**src/sv/ipv_pkg.sv**
```systemverilog
// ----------------------------------------------------------------------------
// ipv_pkg
// Constants and types for the IP address text validator.
// ----------------------------------------------------------------------------
package ipv_pkg;

    typedef enum logic [1:0] {
        VERDICT_IPV4  = 2'd0,
        VERDICT_IPV6  = 2'd1,
        VERDICT_ERROR = 2'd2
    } verdict_t;

    localparam logic [7:0] CHAR_DOT   = 8'h2E;
    localparam logic [7:0] CHAR_COLON = 8'h3A;
    localparam logic [7:0] CHAR_0     = 8'h30;
    localparam logic [7:0] CHAR_9     = 8'h39;
    localparam logic [7:0] CHAR_LA    = 8'h61;
    localparam logic [7:0] CHAR_LF    = 8'h66;
    localparam logic [7:0] CHAR_UA    = 8'h41;
    localparam logic [7:0] CHAR_UF    = 8'h46;

    localparam logic [9:0] V4_MAX_VALUE  = 10'd255;
    localparam logic [1:0] V4_MAX_DOTS   = 2'd3;
    localparam logic [1:0] V4_MAX_LEN    = 2'd3;
    localparam logic [2:0] V6_MAX_COLONS = 3'd7;
    localparam logic [2:0] V6_MAX_LEN    = 3'd4;

endpackage

```
**src/sv/ip_address_text_validator_top.sv**
```systemverilog
// ----------------------------------------------------------------------------
// ip_address_text_validator_top
// Classifies a character stream as an IPv4 address, an IPv6 address or error.
// ----------------------------------------------------------------------------
// The verdict appears on m_valid in the cycle after the last character
// is accepted. Throughput: one character per cycle; the per-character
// update is a single pass of compares and a times-ten add into the state
// registers. The input stalls only while a verdict waits with m_ready low.
// Reset (aresetn low, synchronous) clears all checker state and empties the
// result register.
module ip_address_text_validator_top (
    input  logic       aclk,
    input  logic       aresetn,
    input  logic       s_valid,
    output logic       s_ready,
    input  logic [7:0] s_in_char,
    input  logic       s_is_last,
    output logic       m_valid,
    input  logic       m_ready,
    output logic [1:0] m_verdict
);

    logic       seen_dot_reg, seen_dot_next;
    logic       seen_colon_reg, seen_colon_next;
    logic       v4_fail_reg, v4_fail_next;
    logic [1:0] v4_dot_count_reg, v4_dot_count_next;
    logic [1:0] v4_group_len_reg, v4_group_len_next;
    logic [7:0] v4_group_value_reg, v4_group_value_next;
    logic       v4_leading_zero_reg, v4_leading_zero_next;
    logic       v6_fail_reg, v6_fail_next;
    logic [2:0] v6_colon_count_reg, v6_colon_count_next;
    logic [2:0] v6_group_len_reg, v6_group_len_next;
    logic       v6_saw_upper_reg, v6_saw_upper_next;
    logic       v6_saw_lower_reg, v6_saw_lower_next;

    logic                m_valid_reg;
    ipv_pkg::verdict_t   m_verdict_reg, verdict_next;

    logic       accept;
    logic       is_dot, is_colon, is_dig, is_low, is_up;
    logic [3:0] digit;
    logic [9:0] v4_value_wide;

    assign s_ready   = !m_valid_reg || m_ready;
    assign accept    = s_valid && s_ready;
    assign m_valid   = m_valid_reg;
    assign m_verdict = m_verdict_reg;

    always_comb begin
        is_dot   = (s_in_char == ipv_pkg::CHAR_DOT);
        is_colon = (s_in_char == ipv_pkg::CHAR_COLON);
        is_dig   = (s_in_char >= ipv_pkg::CHAR_0)  && (s_in_char <= ipv_pkg::CHAR_9);
        is_low   = (s_in_char >= ipv_pkg::CHAR_LA) && (s_in_char <= ipv_pkg::CHAR_LF);
        is_up    = (s_in_char >= ipv_pkg::CHAR_UA) && (s_in_char <= ipv_pkg::CHAR_UF);
        digit    = 4'(s_in_char - ipv_pkg::CHAR_0);
        v4_value_wide = ({2'b00, v4_group_value_reg} * 10'd10) + {6'd0, digit};

        seen_dot_next   = seen_dot_reg || is_dot;
        seen_colon_next = seen_colon_reg || is_colon;

        // IPv4 checker: a failed checker holds its counters
        v4_fail_next         = v4_fail_reg;
        v4_dot_count_next    = v4_dot_count_reg;
        v4_group_len_next    = v4_group_len_reg;
        v4_group_value_next  = v4_group_value_reg;
        v4_leading_zero_next = v4_leading_zero_reg;
        if (!v4_fail_reg) begin
            if (is_dot) begin
                if (v4_group_len_reg == 2'd0 || v4_dot_count_reg == ipv_pkg::V4_MAX_DOTS) begin
                    v4_fail_next = 1'b1;
                end else begin
                    v4_dot_count_next    = v4_dot_count_reg + 2'd1;
                    v4_group_len_next    = 2'd0;
                    v4_group_value_next  = 8'd0;
                    v4_leading_zero_next = 1'b0;
                end
            end else if (is_dig) begin
                if (v4_group_len_reg == ipv_pkg::V4_MAX_LEN
                    || (v4_group_len_reg != 2'd0 && v4_leading_zero_reg)) begin
                    v4_fail_next = 1'b1;
                end else begin
                    if (v4_group_len_reg == 2'd0) begin
                        v4_leading_zero_next = (digit == 4'd0);
                    end
                    v4_group_value_next = v4_value_wide[7:0];
                    v4_group_len_next   = v4_group_len_reg + 2'd1;
                    if (v4_value_wide > ipv_pkg::V4_MAX_VALUE) begin
                        v4_fail_next = 1'b1;
                    end
                end
            end else begin
                v4_fail_next = 1'b1;
            end
        end

        // IPv6 checker
        v6_fail_next        = v6_fail_reg;
        v6_colon_count_next = v6_colon_count_reg;
        v6_group_len_next   = v6_group_len_reg;
        v6_saw_upper_next   = v6_saw_upper_reg;
        v6_saw_lower_next   = v6_saw_lower_reg;
        if (!v6_fail_reg) begin
            if (is_colon) begin
                if (v6_group_len_reg == 3'd0
                    || v6_colon_count_reg == ipv_pkg::V6_MAX_COLONS) begin
                    v6_fail_next = 1'b1;
                end else begin
                    v6_colon_count_next = v6_colon_count_reg + 3'd1;
                    v6_group_len_next   = 3'd0;
                    v6_saw_upper_next   = 1'b0;
                    v6_saw_lower_next   = 1'b0;
                end
            end else if (!(is_dig || is_low || is_up)
                         || v6_group_len_reg == ipv_pkg::V6_MAX_LEN
                         || (is_low && v6_saw_upper_reg)
                         || (is_up && v6_saw_lower_reg)) begin
                v6_fail_next = 1'b1;
            end else begin
                v6_saw_lower_next = v6_saw_lower_reg || is_low;
                v6_saw_upper_next = v6_saw_upper_reg || is_up;
                v6_group_len_next = v6_group_len_reg + 3'd1;
            end
        end

        verdict_next = ipv_pkg::VERDICT_ERROR;
        if (seen_dot_next) begin
            if (!v4_fail_next && v4_dot_count_next == ipv_pkg::V4_MAX_DOTS
                && v4_group_len_next != 2'd0) begin
                verdict_next = ipv_pkg::VERDICT_IPV4;
            end
        end else if (seen_colon_next) begin
            if (!v6_fail_next && v6_colon_count_next == ipv_pkg::V6_MAX_COLONS
                && v6_group_len_next != 3'd0) begin
                verdict_next = ipv_pkg::VERDICT_IPV6;
            end
        end
    end

    always_ff @(posedge aclk) begin
        if (!aresetn || (accept && s_is_last)) begin
            // clear on reset and after each finished string
            seen_dot_reg        <= 1'b0;
            seen_colon_reg      <= 1'b0;
            v4_fail_reg         <= 1'b0;
            v4_dot_count_reg    <= 2'd0;
            v4_group_len_reg    <= 2'd0;
            v4_group_value_reg  <= 8'd0;
            v4_leading_zero_reg <= 1'b0;
            v6_fail_reg         <= 1'b0;
            v6_colon_count_reg  <= 3'd0;
            v6_group_len_reg    <= 3'd0;
            v6_saw_upper_reg    <= 1'b0;
            v6_saw_lower_reg    <= 1'b0;
        end else if (accept) begin
            seen_dot_reg        <= seen_dot_next;
            seen_colon_reg      <= seen_colon_next;
            v4_fail_reg         <= v4_fail_next;
            v4_dot_count_reg    <= v4_dot_count_next;
            v4_group_len_reg    <= v4_group_len_next;
            v4_group_value_reg  <= v4_group_value_next;
            v4_leading_zero_reg <= v4_leading_zero_next;
            v6_fail_reg         <= v6_fail_next;
            v6_colon_count_reg  <= v6_colon_count_next;
            v6_group_len_reg    <= v6_group_len_next;
            v6_saw_upper_reg    <= v6_saw_upper_next;
            v6_saw_lower_reg    <= v6_saw_lower_next;
        end
    end

    always_ff @(posedge aclk) begin
        if (!aresetn) begin
            m_valid_reg <= 1'b0;
        end else if (accept && s_is_last) begin
            m_valid_reg <= 1'b1;
        end else if (m_ready) begin
            m_valid_reg <= 1'b0;
        end
    end

    always_ff @(posedge aclk) begin
        if (accept && s_is_last) begin
            m_verdict_reg <= verdict_next;
        end
    end

`ifndef NO_ASSERTIONS
    a_last_gives_result: assert property (@(posedge aclk) disable iff (!aresetn)
        (accept && s_is_last) |=> m_valid)
        else $error("last character did not produce a verdict");

    a_last_clears_state: assert property (@(posedge aclk) disable iff (!aresetn)
        (accept && s_is_last) |=> (!seen_dot_reg && !seen_colon_reg
            && v4_dot_count_reg == 2'd0 && v6_colon_count_reg == 3'd0))
        else $error("checker state not cleared after last character");

    a_leading_zero_len: assert property (@(posedge aclk) disable iff (!aresetn)
        v4_leading_zero_reg |-> (v4_group_len_reg == 2'd1 || v4_fail_reg))
        else $error("leading zero group grew without failing");

    a_v6_len_bound: assert property (@(posedge aclk) disable iff (!aresetn)
        v6_group_len_reg <= ipv_pkg::V6_MAX_LEN)
        else $error("IPv6 group length out of range");
`endif

endmodule
```
**config.mk**
```make
export PLATFORM = sky130hd
export DESIGN_NAME = ip_address_text_validator_top
export DESIGN_NICKNAME = d
export VERILOG_FILES = /design/src/sv/ipv_pkg.sv /design/src/sv/ip_address_text_validator_top.sv
export SDC_FILE = /design/constraint.sdc
export NUM_CORES = 1
export LEC_CHECK = 0
export BUFFER_PORTS_ARGS = -buffer_cell sky130_fd_sc_hd__buf_4
export CORE_ASPECT_RATIO = 0.6
export CORE_MARGIN = 2
export CORE_UTILIZATION = 25
export DETAILED_ROUTE_END_ITERATION = 7
export MAX_ROUTING_LAYER = met4
export PLACE_DENSITY = 0.52
export SETUP_SLACK_MARGIN = 0.2
export SLEW_MARGIN = 20
export SYNTH_ARGS = -nofsm -noshare
export SYNTH_HDL_FRONTEND = slang
export SYNTH_SLANG_ARGS = --single-unit
export TNS_END_PERCENT = 10
```
**constraint.sdc**
```tcl
create_clock -name aclk -period 2.9 [get_ports aclk]
set_clock_uncertainty 0.2 [all_clocks]
set_input_delay 0.435 -clock aclk [delete_from_list [all_inputs] [get_ports aclk]]
set_output_delay 0.435 -clock aclk [all_outputs]
set_load 0.005 [all_outputs]
```
After elaboration in Yosys (flattened, before gate mapping) --
Index checks and enable logic that the tools add are counted. W data, S select, Z words.
Operators by class: $add $sub $neg 6, multiply operators 1, $lt $le $gt $ge 7, equal/unequal tests 12, muxes and demuxes 45, bitwise gates (word level) 2, reduce and logical (&&, ||, !) cells 43
Operators by type and width (number):
- $mux W8 | 4
- $mux W2 | 12
- $mux W1 | 22
- $mux W3 | 7
- $eq A8 B6 Y1 const B | 2
- $ge A8 B7 Y1 const B | 2
- $le A8 B7 Y1 const B | 2
- $logic_or A1 B1 Y1 | 14
- $logic_and A1 B1 Y1 | 12
- $add A10 B4 Y10 | 1
- $gt A10 B8 Y1 const B | 1
- $reduce_bool A2 Y1 | 5
- $eq A3 B3 Y1 const B | 3
- $mul A8 B3 Y9 const B | 1
- $ge A8 B6 Y1 const B | 1
- $le A8 B6 Y1 const B | 1
- $ne A2 B2 Y1 const B | 4
- $add A3 B1 Y3 const B | 2
- $eq A2 B2 Y1 const B | 3
- $reduce_and A6 Y1 | 1
- $logic_not A1 Y1 | 5
- $reduce_and A5 Y1 | 1
- $add A2 B1 Y2 const B | 2
- $logic_not A4 Y1 | 1
- 6 further kinds | 7
Word-level totals: register bits after elaboration 28, output and inout bits 4, word-level logic and storage cells 130

Longest topological paths before layout --
Gate-level depths: netlist of run 1.
depth after elaboration 17, gate-level depth with buffers 10, depth with buffers taken out 10

Worst setup path before layout of run 1 --
OpenSTA, ideal clock, no wires.
kind input -> register, from input port s_in_char[3], to register m_verdict_reg[1] (netlist: m_verdict[1]), data pin, library setup time 0.265 ns, arrival time 2.246 ns, slack 0.189 ns, stages 7, cells stage by stage or4b_4 a2111o_1 o211ai_2 nand3_2 a221o_1 a31oi_2 a31oi_1
On the way: cells in the longest elaborated chain, start to end 17, elaborated cells between the ends (all ways) 56
RTL lines:
- start, declared | RTL line ip_address_text_validator_top.sv:16 | input logic [7:0] s_in_char,
- parallel branches: the longest is 16 deep, another holds $add A10 B4 Y10
- $mux W2 (*) | RTL line ip_address_text_validator_top.sv:126 | if (seen_dot_next) begin
- net verdict_next[1] | RTL line ip_address_text_validator_top.sv:37 | ipv_pkg::verdict_t m_verdict_reg, verdict_next;
- end signal, assigned | RTL line ip_address_text_validator_top.sv:182 | m_verdict_reg <= verdict_next;
- end, declared | RTL line ip_address_text_validator_top.sv:37
Mark *: on every way through the listed nets, which the timed path passes. A chain may end at the register's enable or synchronous reset.

Worst setup path after layout of run 1 --
from register v6_colon_count_reg[0], to register m_verdict_reg[1] (netlist: m_verdict[1]), data pin
On the way: cells in the longest elaborated chain, start to end 11, elaborated cells between the ends (all ways) 20
RTL lines:
- start, declared | RTL line ip_address_text_validator_top.sv:31 | logic [2:0] v6_colon_count_reg, v6_colon_count_next;
- start signal, assigned | RTL line ip_address_text_validator_top.sv:163 | v6_colon_count_reg <= v6_colon_count_next;
- parallel branches: the longest is 7 deep, another holds $add A3 B1 Y3
- $logic_and A1 B1 Y1 (*) | RTL line ip_address_text_validator_top.sv:133 | && v6_group_len_next != 3'd0) begin
- $mux W2 (*) | RTL line ip_address_text_validator_top.sv:132 | if (!v6_fail_next && v6_colon_count_next == ipv_pkg::V6_MAX_COLONS
- $mux W2 (*) | RTL line ip_address_text_validator_top.sv:131 | end else if (seen_colon_next) begin
- $mux W2 (*) | RTL line ip_address_text_validator_top.sv:126
- net verdict_next[1] | RTL line ip_address_text_validator_top.sv:37
Marks and branches as above.

==> results of run 1 <==
[final cells by class]
type	count	area (um^2)	area share (%)
flip-flops and latches	28	586.8	22.90
repair buffers	37	292.8	11.43
clock buffers	3	75.07	2.930
inverters	11	41.29	1.611
multi-input cells	188	1428	55.71
well taps	108	135.1	5.273
clock inverters	1	3.754	0.1465
[stage by stage]
| stage | hold slack, ns | TNS, ns | total power [uW] | utilization (%) |
|---|---|---|---|---|
| 2_1_floorplan | 0.2356 | 0 | 453.9 | - |
| 3_3_place_gp | 0.2475 | -0.02687 | 502.3 | 30.29 |
| 3_5_place_dp | 0.2539 | -0.07798 | 502.4 | 30.29 |
| 4_1_cts | 0.2060 | 0 | 835.5 | 31.84 |
| 5_1_grt | 0.2182 | 0 | 868.6 | 33.03 |
| 6_report | 0.2079 | 0 | 831.4 | 33.03 |
[cell families (layout without fill, tap and decap cells)]
family | Yosys count | count (layout) | share of synthesized area [%]
AO/OA/AOI/OAI | 63 | 63 | 21.10
XOR/XNOR | 13 | 13 | 5.767
adder cells (fa/ha/maj) | 23 | 23 | 15.34
buffers and inverters | 17 | 52 | 3.232
flip-flops | 28 | 28 | 29.40
multiplexers | 1 | 1 | 0.7602
AND/OR/NAND/NOR | 88 | 88 | 24.40
[Yosys cell counts, drive strengths merged, types with 2 or more instances]
master,count,area share [%]
clkbuf,6,1.1
nor2,20,3.8
dfxtp,26,26
and2,3,0.95
nor3,12,3.0
a31oi,3,1.3
o21ai,11,2.8
inv,11,2.1
a21oi,28,7.1
and4,3,1.3
nor2b,3,0.95
a22oi,2,0.76
xnor2,11,4.9
fa,2,2.0
nand3,10,2.8
a211oi,3,1.4
or4b,3,1.7
nor3b,3,1.7
a21o,4,1.5
xor2,2,0.89
ha,21,13
nand4,5,1.9
a211o,2,0.89
edfxtp,2,3.0
nand2,18,3.4
or3,2,0.63
a2111o,2,1.1
[what timing repair did]
| action | CTS | global route |
|---|---|---|
| endpoints found under the setup margin | 2 | 3 |
| buffers inserted | 0 | 2 |
| gates resized for setup | 9 | 15 |
| pin swaps | 6 | 7 |
[power by group through the flow]
stage	Clock (uW)	Sequential (uW)	Combinational, uW
6_report	331	400	99.8
5_1_grt	358	401	110
2_1_floorplan	0	408	45.9
3_5_place_dp	0	410	92.8
4_1_cts	342	401	93.3
3_3_place_gp	0	410	92.5
[per-layer routing]
layer / global-route usage (%) / wire length (um)
met5: - / 0
met4: 1.720 / 23
met1: 17.66 / 2705
met3: 3.750 / 208
met2: 19.60 / 2093
[worst max-delay path, delay by kind of cell (launching register included)]
kind	cells	cell delay (ns)
simple gates	2	0.84
compound gates	3	0.62
flops	1	0.36
fa+ha+maj	2	0.40
[path summary, 6_finish.rpt]
path | startpoint | endpoint | slack [ns] | cells past startpoint
worst max-delay path | v6_colon_count_reg[0]$_SDFFE_PP0P_ | m_verdict[1]$_DFFE_PP_ | 0.22 | 7
worst min-delay path | aresetn | v4_fail_reg$_SDFFE_PP0P_ | 0.21 | 3
worst max register to register | v6_colon_count_reg[0]$_SDFFE_PP0P_ | m_verdict[1]$_DFFE_PP_ | 0.22 | 7
worst min register to register | v4_group_value_reg[7]$_SDFFE_PP0P_ | v4_group_value_reg[7]$_SDFFE_PP0P_ | 0.27 | 2
==> key figures, run 1 <==
GRT
  – Global-route wire length before repair: a little under 9000 um
  – Grt ovf: 0
  – Vias in the first global route: about 1800
  – Global Route Usage Sum: 12.96%
  – Initial antenna violation count: 0
  – Largest net degree at the start of global routing: 16

Die
  – Core area: 7757 um^2
  – Chip height: 72.84 um
  – Die area: around 8600 um^2
  – Chip Width: around 120 um
  – Num rows: 25
  – Initial Util: between 20% and 30%
  – I/O pin cnt: 17

Flow run
  – Max Cap Viol: 0

Synth
  – Number of synthesized register bits: 28
  – Post-synth cell types: 49
  – Synth Area per Inst: 8.474 um^2
  – Post-Synthesis Cells: roughly 230
  – Fraction of registers with async set/reset: 0%
  – Seq/Total Area, Yosys: between 20% and 30%
  – Most used DFF post-synth: dfxtp_1
  – Synth warnings: 0
  – Net count after synthesis: 269
  – Synth Cell Area: about 2000 um^2
  – Number of synthesized flops with an enable pin: 2

Power
  – IR drop worst, VDD: 0.2092 mV
  – Sw power: just over 200 uW
  – Sequential power share: around 48%
  – Power per cell area: between 300 and 400 nW/um^2
  – Comb pwr share: approximately an eighth
  – Lkg Pwr: between 0.001 and 0.0015 uW
  – Internal power: about 630 uW
  – Sw Ratio: approximately 25%
  – Power share of the clock group: 39.9%

Drt
  – Drt initial violations: 110
  – # DRC: 0
  – Vias: 1794
  – Antenna viol nets, final: 0
  – Drt wl/cell: around 13 um
  – Vias/cell: around 4.8
  – First-pass DRT Iterations: 4
  – Routed wire length: 5031 um

Cells and area
  – Max reg flops: 8
  – Area grow syn2layout: 29.78%
  – Commonest cells after routing, fill and taps aside: buf_4, a21oi_1, dfxtp_1, nor2_1
  – Antenna cells: 0
  – Commonest non-fill, non-tap cell in the layout: buf_4
  – Layout filler cell count: between 800 and 900
  – Final net count: between 300 and 400
  – Area of all placed cells without fillers: approximately 2600 um^2
  – Fraction of layout cells with a size suffix above 1: 25.37%
  – Final Non-Filler Cells: around 380

Worst setup path
  – Critical path class: reg2reg
  – Data required time at the worst endpoint: ~2.7 ns
  – Crit-path slowest cell: or4_4
  – Setup crit start kind: flip-flop
  – Critical path cell sequence: ha_1, ha_2, or4_4, or3_1, a221o_1, a31oi_4, a31oi_1
  – CP endpoint kind: flip-flop
  – Crit path max fanout: 4
  – CP peak stage delay: approximately 0.51 ns
  – Arrival time at the worst endpoint: 2.50 ns

Placement
  – Placed Cells: 370
  – Dpl hpwl: ~4000 um
  – I/O Buffers: 16
  – Routability-driven placement congestion ratio: roughly 0.8
  – Pre-CTS setup slack: -0.06808 ns
  – Post-DP Area: between 2000 and 2500 um^2

Timing
  – Setup violations, final: 0
  – Final Max Tran Viols: 0
  – RSZ-0062 raised after global routing: true
  – Final WS setup: 0.2186 ns
  – Endpoints failing hold: 0
  – Max Freq: 372.9 MHz
  – Minimum clock period: approximately 2.7 ns
  – Slew margin rel.: a little over two thirds
  – Fin crit share: between 90% and 100%
  – Slew @ Worst Pin: roughly 0.45 ns

CTS
  – Num CTS Buffers: 3
  – TritonCTS clock tree: yes
  – Clk buf depth: 2
  – Cts hold-fix bufs: 0
  – CTS H-Tree Depth: 1
  – Root buf cell: clkbuf_16
  – Clock slew at reported path FFs: 0.07 ns
  – Skew-Pair Late Insertion Delay: 0.27 ns
  – Sink Count: 28

Hold path
  – Hold WC Path Type: in2reg

Outcome
  – Outcome: completed
No activity file was read; power rests on OpenSTA's default activity.
==> run 2: changes to the inputs <==
--- a/config.mk
+++ b/config.mk
@@ -5,7 +5,7 @@
 export SDC_FILE = /design/constraint.sdc
 export NUM_CORES = 1
 export LEC_CHECK = 0
-export BUFFER_PORTS_ARGS = -buffer_cell sky130_fd_sc_hd__buf_4
+export BUFFER_PORTS_ARGS = -buffer_cell sky130_fd_sc_hd__buf_2
 export CORE_ASPECT_RATIO = 0.6
 export CORE_MARGIN = 2
 export CORE_UTILIZATION = 25
==> run 2 against run 1 <==
Worst hold slack better by 0.022 ns. Flip-flop and latch count did not move. Critical endpoint unchanged. Global-route usage down 0.29 points. Critical path type unchanged. Largest power group is now clock. First-iteration DRC count fell by 9.1%.
==> key figures, run 2 (same netlist as run 1, synthesis figures left out) <==
Outcome
  – Outcome: completed

GRT
  – Largest net degree at the start of global routing: 17 (+1)
  – Global-route wire length before repair: 8418 um (-3.6%)
  – Vias in the first global route: 1689 (-7.7%)
  – Grt ovf: 0 (unchanged)
  – Initial antenna violation count: 0 (unchanged)
  – Global Route Usage Sum: 12.68% (-0.29 points)

Drt
  – # DRC: 0 (unchanged)
  – Vias: 1805 (+0.61%)
  – Drt wl/cell: 13.16 um (-1.6%)
  – First-pass DRT Iterations: 4 (unchanged)
  – Drt initial violations: 100 (-9.1%)
  – Routed wire length: 4976 um (-1.1%)
  – Antenna viol nets, final: 0 (unchanged)
  – Vias/cell: 4.775 (about the same)

Timing
  – RSZ-0062 raised after global routing: true
  – Setup violations, final: 0 (unchanged)
  – Minimum clock period: 2.674 ns (-0.007512 ns)
  – Final Max Tran Viols: 0 (unchanged)
  – Fin crit share: 92.20% (-0.26 points)
  – Slew @ Worst Pin: 0.4026 ns (-0.05179 ns)
  – Max Freq: 374.0 MHz (+0.28%)
  – Endpoints failing hold: 0 (unchanged)
  – Setup_tns: 0 ns (unchanged)
  – Slew margin rel.: 73.10% (+3.6 points)

Die
  – I/O pin cnt: 17 (unchanged)
  – Chip Width: 118.7 um (unchanged)
  – Die area: 8648 um^2 (unchanged)
  – Initial Util: 25.45% (unchanged)
  – Chip height: 72.84 um (unchanged)
  – Core area: 7757 um^2 (unchanged)
  – Num rows: 25 (unchanged)

Cells and area
  – Final Non-Filler Cells: 378 (+0.53%)
  – Area grow syn2layout: 27.50%
  – Final net count: 307 (+0.66%)
  – Layout filler cell count: 858 (+0.82%)
  – Max reg flops: 8 (unchanged)
  – Antenna cells: 0 (unchanged)
  – Commonest non-fill, non-tap cell in the layout: a21oi_1
  – Commonest cells after routing, fill and taps aside: a21oi_1, buf_4, dfxtp_1, nor2_1, ha_1
  – Fraction of layout cells with a size suffix above 1: 24.44% (-0.93 points)
  – Reg area: 583.1 um^2 (-0.64%)
  – Multi-input logic area: 1379 um^2 (-3.4%)

CTS
  – Clk buf depth: 2 (unchanged)
  – Skew-Pair Late Insertion Delay: 0.27 ns (about the same)
  – Cts hold-fix bufs: 0 (unchanged)
  – Root buf cell: clkbuf_16
  – Sink Count: 28 (unchanged)
  – TritonCTS clock tree: yes
  – CTS H-Tree Depth: 1 (unchanged)
  – Num CTS Buffers: 3 (unchanged)
  – Clock slew at reported path FFs: 0.07 ns (about the same)

Worst setup path
  – CP endpoint kind: flip-flop
  – Kind of cell adding the most delay to the critical path: adder cells
  – Setup crit start kind: flip-flop
  – Critical path class: reg2reg
  – Worst r2r path cells: 10 (+3)
  – Critical path cell sequence: ha_1, ha_2, fa_2, a21o_1, a21oi_2, xnor2_2, nand3_1, a2bb2oi_2, o21ai_2, a31oi_1
  – R2r setup slk: 0.23 ns (about the same)
  – Arrival time at the worst endpoint: 2.49 ns (about the same)
  – Crit-path slowest cell: fa_2
  – Data required time at the worst endpoint: 2.72 ns (about the same)
  – Crit path buf inv count: 0 (unchanged)
  – Crit path max fanout: 3 (-1)
  – CP peak stage delay: 0.35 ns (-0.16 ns)
  – Crit path depth: 10 (+3)

Flow run
  – Max Cap Viol: 0 (unchanged)

Hold path
  – Hold depth: 3 (unchanged)
  – Hold WC Path Type: in2reg

Placement
  – Dpl hpwl: 4005 um (-0.33%)
  – Routability-driven placement congestion ratio: 0.8121 (+2.3%)
  – I/O Buffers: 16 (unchanged)
  – Placed Cells: 372 (+0.54%)

Power
  – Lkg Pwr: 0.001013 uW (about the same)
  – Power per cell area: 361.9 nW/um^2 (+12%)
  – IR drop worst, VDD: 0.2166 mV (+3.5%)
run 2: cell count changes in the layout (fill, tap and decap cells not counted), sizes merged:
cell / previous run / this run
buf: 37 / 39
bufinv: 0 / 1
clkinv: 1 / 0
run 2: area by class of cell:
class                   count  share of cell area (%)
inverters                  11                   1.640
multi-input cells         188                   54.77
well taps                 108                   5.368
clock buffers               3                   2.982
clock inverters             1                   1.193
repair buffers             39                   10.88
flip-flops and latches     28                   23.16
run 2: what timing repair did:
action,CTS,global route
gates resized for setup,9,11
buffers inserted,0,2
pin swaps,2,8
endpoints found under the setup margin,2,3
run 2: per-stage QoR:
step	hold slack [ns]	total power [uW]	setup slack, ns	cell area [um^2]	utilization (%)
2_1_floorplan	0.2356	453.9	0.1889	1974	-
4_1_cts	0.2158	919.3	0.2002	2461	31.73
3_3_place_gp	0.2470	497.8	-0.009717	2325	29.97
3_5_place_dp	0.2534	498.1	-0.07837	2325	29.97
5_1_grt	0.2350	957.9	0.1484	2517	32.45
6_report	0.2301	911.0	0.2262	2517	32.45
run 2: path summary, 6_finish.rpt:
path / startpoint / endpoint
worst min-delay path: aresetn / v4_fail_reg$_SDFFE_PP0P_
worst max-delay path: v4_group_value_reg[1]$_SDFFE_PP0P_ / m_verdict[1]$_DFFE_PP_
worst min register to register: v4_group_value_reg[7]$_SDFFE_PP0P_ / v4_group_value_reg[7]$_SDFFE_PP0P_
worst max register to register: v4_group_value_reg[1]$_SDFFE_PP0P_ / m_verdict[1]$_DFFE_PP_
run 2: metal layers:
metal,global-route usage (%),part of all wire [%],vias to the layer above
met5,-,0,-
met4,1.587,0.20,0
met3,3.828,3.1,2
met2,18.14,41,15
met1,17.98,56,857
li1,-,-,931
run 2: power by group:
part	internal [uW]	switching, uW	leakage [uW]
Clock	275	139	0.0000511
Sequential	394	7.53	0.000226
Combinational	42.6	52.3	0.000735
run 2: worst reg2reg max path: cells and delay by family, from the launching register on:
kind | cells | cell delay (ns)
adder cells (fa/ha/maj) | 3 | 0.86
flip-flops | 1 | 0.33
AND/OR/NAND/NOR | 1 | 0.11
XOR/XNOR | 1 | 0.15
AO/OA/AOI/OAI | 5 | 0.78
==> run 3: changes to the inputs <==
--- a/config.mk
+++ b/config.mk
@@ -5,6 +5,7 @@
 export SDC_FILE = /design/constraint.sdc
 export NUM_CORES = 1
 export LEC_CHECK = 0
+export ABC_AREA = 1
 export BUFFER_PORTS_ARGS = -buffer_cell sky130_fd_sc_hd__buf_2
 export CORE_ASPECT_RATIO = 0.6
 export CORE_MARGIN = 2
==> run 3 against run 2 <==
Synthesized cell count grew 42%. Fmax up 0.77%. Final area is 5.3% higher. Critical endpoint unchanged. Largest cell class unchanged.
==> key figures, run 3 <==
Outcome
  – Outcome: completed

Power
  – Comb pwr share: 16.1% (+5.7 points)
  – Sequential power share: 41.1% (-3.0 points)
  – Power share of the clock group: 42.8% (-2.7 points)
  – IR drop worst, VDD: 0.2010 mV (-7.2%)
  – Lkg Pwr: 0.001255 uW (+24%)
  – Power per cell area: 378.7 nW/um^2 (+4.6%)
  – Sw Ratio: 27.28% (+5.4 points)
  – Internal power: 730.1 uW (+2.5%)
  – Sw power: 273.9 uW (+38%)

GRT
  – Gr busiest metal: met1
  – Met1 Use GR: 18.33% (+0.35 points)
  – Vias in the first global route: 1996 (+18%)
  – Global Route Usage Sum: 12.12% (-0.55 points)
  – Largest net degree at the start of global routing: 24 (+7)
  – Grt met2 use: 16.49% (-1.6 points)
  – Initial antenna violation count: 0 (unchanged)
  – Global-route wire length before repair: 9301 um (+10%)
  – Grt met3 use: 2.897% (-0.93 points)
  – Grt ovf: 0 (unchanged)

Synth
  – Synth area leaders: dfxtp_1, ha_1, nand2_1
  – Synth Area per Inst: 6.802 um^2 (-20%)
  – Number of synthesized register bits: 28 (unchanged)
  – Most used DFF post-synth: dfxtp_1
  – Synth Cell Area: 2258 um^2 (+14%)
  – Number of synthesized flops with an enable pin: 2 (unchanged)
  – Most frequent cell after synthesis: nand2_1
  – Seq/Total Area, Yosys: 25.71% (-3.7 points)
  – Biggest area consumer among synthesized cells: dfxtp_1
  – Fraction of registers with async set/reset: 0% (unchanged)
  – Net count after synthesis: 368 (+37%)
  – Commonest cells in the netlist: nand2_1, inv_1, nor2_1, a21oi_1, dfxtp_1
  – Synth warnings: 0 (unchanged)
  – Post-Synthesis Cells: 332 (+42%)
  – Post-synth cell types: 33 (-33%)
  – Yosys top cell area share: 23.05% (-3.3 points)

Worst setup path
  – Reg2reg end: m_verdict[1]$_DFFE_PP_
  – Crit path max fanout: 3 (unchanged)
  – Worst r2r path cells: 13 (+3)
  – CP endpoint kind: flip-flop
  – R2r startpoint: v4_group_value_reg[3]$_SDFFE_PP0P_
  – Data required time at the worst endpoint: 2.72 ns (about the same)
  – R2r setup slk: 0.25 ns (+0.02 ns)
  – Arrival time at the worst endpoint: 2.48 ns (about the same)
  – Setup crit start kind: flip-flop
  – Critical path class: reg2reg

CTS
  – Clk buf depth: 2 (unchanged)
  – TritonCTS clock tree: yes
  – Skew-Pair Late Insertion Delay: 0.27 ns (about the same)
  – CTS H-Tree Depth: 1 (unchanged)
  – Root buf cell: clkbuf_16
  – Num CTS Buffers: 3 (unchanged)
  – Clock slew at reported path FFs: 0.08 ns (about the same)
  – Sink Count: 28 (unchanged)

Placement
  – I/O Buffers: 16 (unchanged)
  – Routability-driven placement congestion ratio: 0.8580 (+5.7%)
  – Dpl hpwl: 4382 um (+9.4%)

Timing
  – Final Max Tran Viols: 0 (unchanged)
  – RSZ-0062 raised after global routing: true
  – Slew @ Worst Pin: 0.6205 ns (+0.2179 ns)
  – Slew margin rel.: 58.59% (-15 points)
  – Setup violations, final: 0 (unchanged)
  – Setup_tns: 0 ns (unchanged)
  – Endpoints failing hold: 0 (unchanged)
  – Minimum clock period: 2.653 ns (-0.02055 ns)
  – Fin crit share: 91.49% (-0.71 points)
  – Max Freq: 376.9 MHz (+0.77%)

Cells and area
  – Commonest cells after routing, fill and taps aside: nand2_1, inv_1, nor2_1, a21oi_1, nand3_1
  – Antenna cells: 0 (unchanged)
  – Area grow syn2layout: 17.40%
  – Commonest non-fill, non-tap cell in the layout: nand2_1
  – Final net count: 389 (+27%)
  – Fraction of layout cells with a size suffix above 1: 18.18% (-6.3 points)
  – Post-layout util: 30.64% (-1.8 points)
  – Max reg flops: 8 (unchanged)

Drt
  – Antenna viol nets, final: 0 (unchanged)
  – Vias: 2127 (+18%)
  – Routed wire length: 5596 um (+12%)
  – # DRC: 0 (unchanged)
  – Vias/cell: 4.584 (-4.0%)
  – First-pass DRT Iterations: 5 (+1)
  – Drt wl/cell: 12.06 um (-8.4%)
  – Drt initial violations: 169 (+69%)

Die
  – I/O pin cnt: 17 (unchanged)
  – Num rows: 26 (+4.0%)
  – Die area: 9835 um^2 (+14%)
  – Initial Util: 26.10% (+0.65 points)
  – Core area: 8653 um^2 (+12%)
  – Chip height: 77.62 um (+6.6%)
  – Chip Width: 126.7 um (+6.7%)

Hold path
  – Min-delay src: aresetn
  – Hold depth: 3 (unchanged)
  – Hold WC Path Type: in2reg
  – Hold endpoint: m_valid$_SDFFE_PN0P_

Flow run
  – Max Cap Viol: 0 (unchanged)
[run 3: stage by stage]
step | hold WS, ns | instances | power (uW) | setup WS (ns) | area (um^2)
2_1_floorplan | 0.2273 | 332 | 532.8 | 0.3272 | 2258
3_3_place_gp | 0.2392 | 458 | 580.1 | 0.1896 | 2464
3_5_place_dp | 0.2418 | 458 | 580.9 | 0.1195 | 2464
4_1_cts | 0.1572 | 462 | 1016 | 0.2117 | 2574
5_1_grt | 0.1952 | 464 | 1056 | 0.1507 | 2651
6_report | 0.1594 | 464 | 1004 | 0.2467 | 2651
[run 3: cell families after synthesis]
group                      share of synthesized area (%)
AOI/OAI and AO/OA                                  14.79
DFF                                                25.71
xor gates and xnor gates                           3.490
buffers and inverters                              10.47
adders and majority gates                          13.41
and+or+nand+nor                                    32.13
[run 3: timing repair]
action	in CTS	in global routing
hold buffers	0	0
pin swaps	0	8
endpoints found under the setup margin	1	1
resized for setup	2	13
buffers inserted	0	2
[run 3: power groups by stage]
stage                     Combinational (uW)  Clock [uW]  Sequential (uW)
final                                    161         430              413
after global routing                     186         456              415
after CTS                                160         443              413
after detailed placement                 158           0              422
after global placement                   158           0              422
after floorplan                          113           0              419
[run 3: layout make-up]
class | count | area [um^2]
multi-input cells | 246 | 1504
well taps | 112 | 140.1
clock inverters | 1 | 30.03
flip-flops and latches | 28 | 585.6
repair buffers | 21 | 117.6
fillers | 934 | 6002
clock buffers | 3 | 75.07
inverters | 53 | 198.9
[run 3: layer usage]
| layer | vias to the layer above | wire length (um) |
|---|---|---|
| met5 | - | 0 |
| met4 | 0 | 17 |
| met3 | 2 | 244 |
| met2 | 28 | 2156 |
| met1 | 971 | 3177 |
| li1 | 1126 | - |
[run 3: how the worst max path moves through the flow]
stage | slack [ns] | endpoint | cells after the start | from
floorplan | 0.33 | m_verdict[1]$_DFFE_PP_ | 13 | v4_group_value_reg[1]$_SDFFE_PP0P_
global placement | 0.19 | m_verdict[1]$_DFFE_PP_ | 13 | v4_group_value_reg[1]$_SDFFE_PP0P_
detailed placement | 0.12 | m_verdict[1]$_DFFE_PP_ | 13 | v4_group_value_reg[1]$_SDFFE_PP0P_
CTS | 0.21 | m_verdict[1]$_DFFE_PP_ | 13 | v4_group_value_reg[1]$_SDFFE_PP0P_
global route | 0.15 | m_verdict[1]$_DFFE_PP_ | 13 | v4_group_value_reg[3]$_SDFFE_PP0P_
finish | 0.25 | m_verdict[1]$_DFFE_PP_ | 13 | v4_group_value_reg[3]$_SDFFE_PP0P_
[run 3: critical path: stages (launching register included)]
cell	delay, ns
dfxtp_2	0.35
ha_4	0.25
ha_4	0.17
fa_2	0.42
xnor2_2	0.17
nand3b_1	0.18
nor2_2	0.11
nand2_1	0.07
nand2_1	0.07
nand2_1	0.04
nor2_1	0.10
nand2_1	0.09
a21oi_2	0.14
a21oi_1	0.05
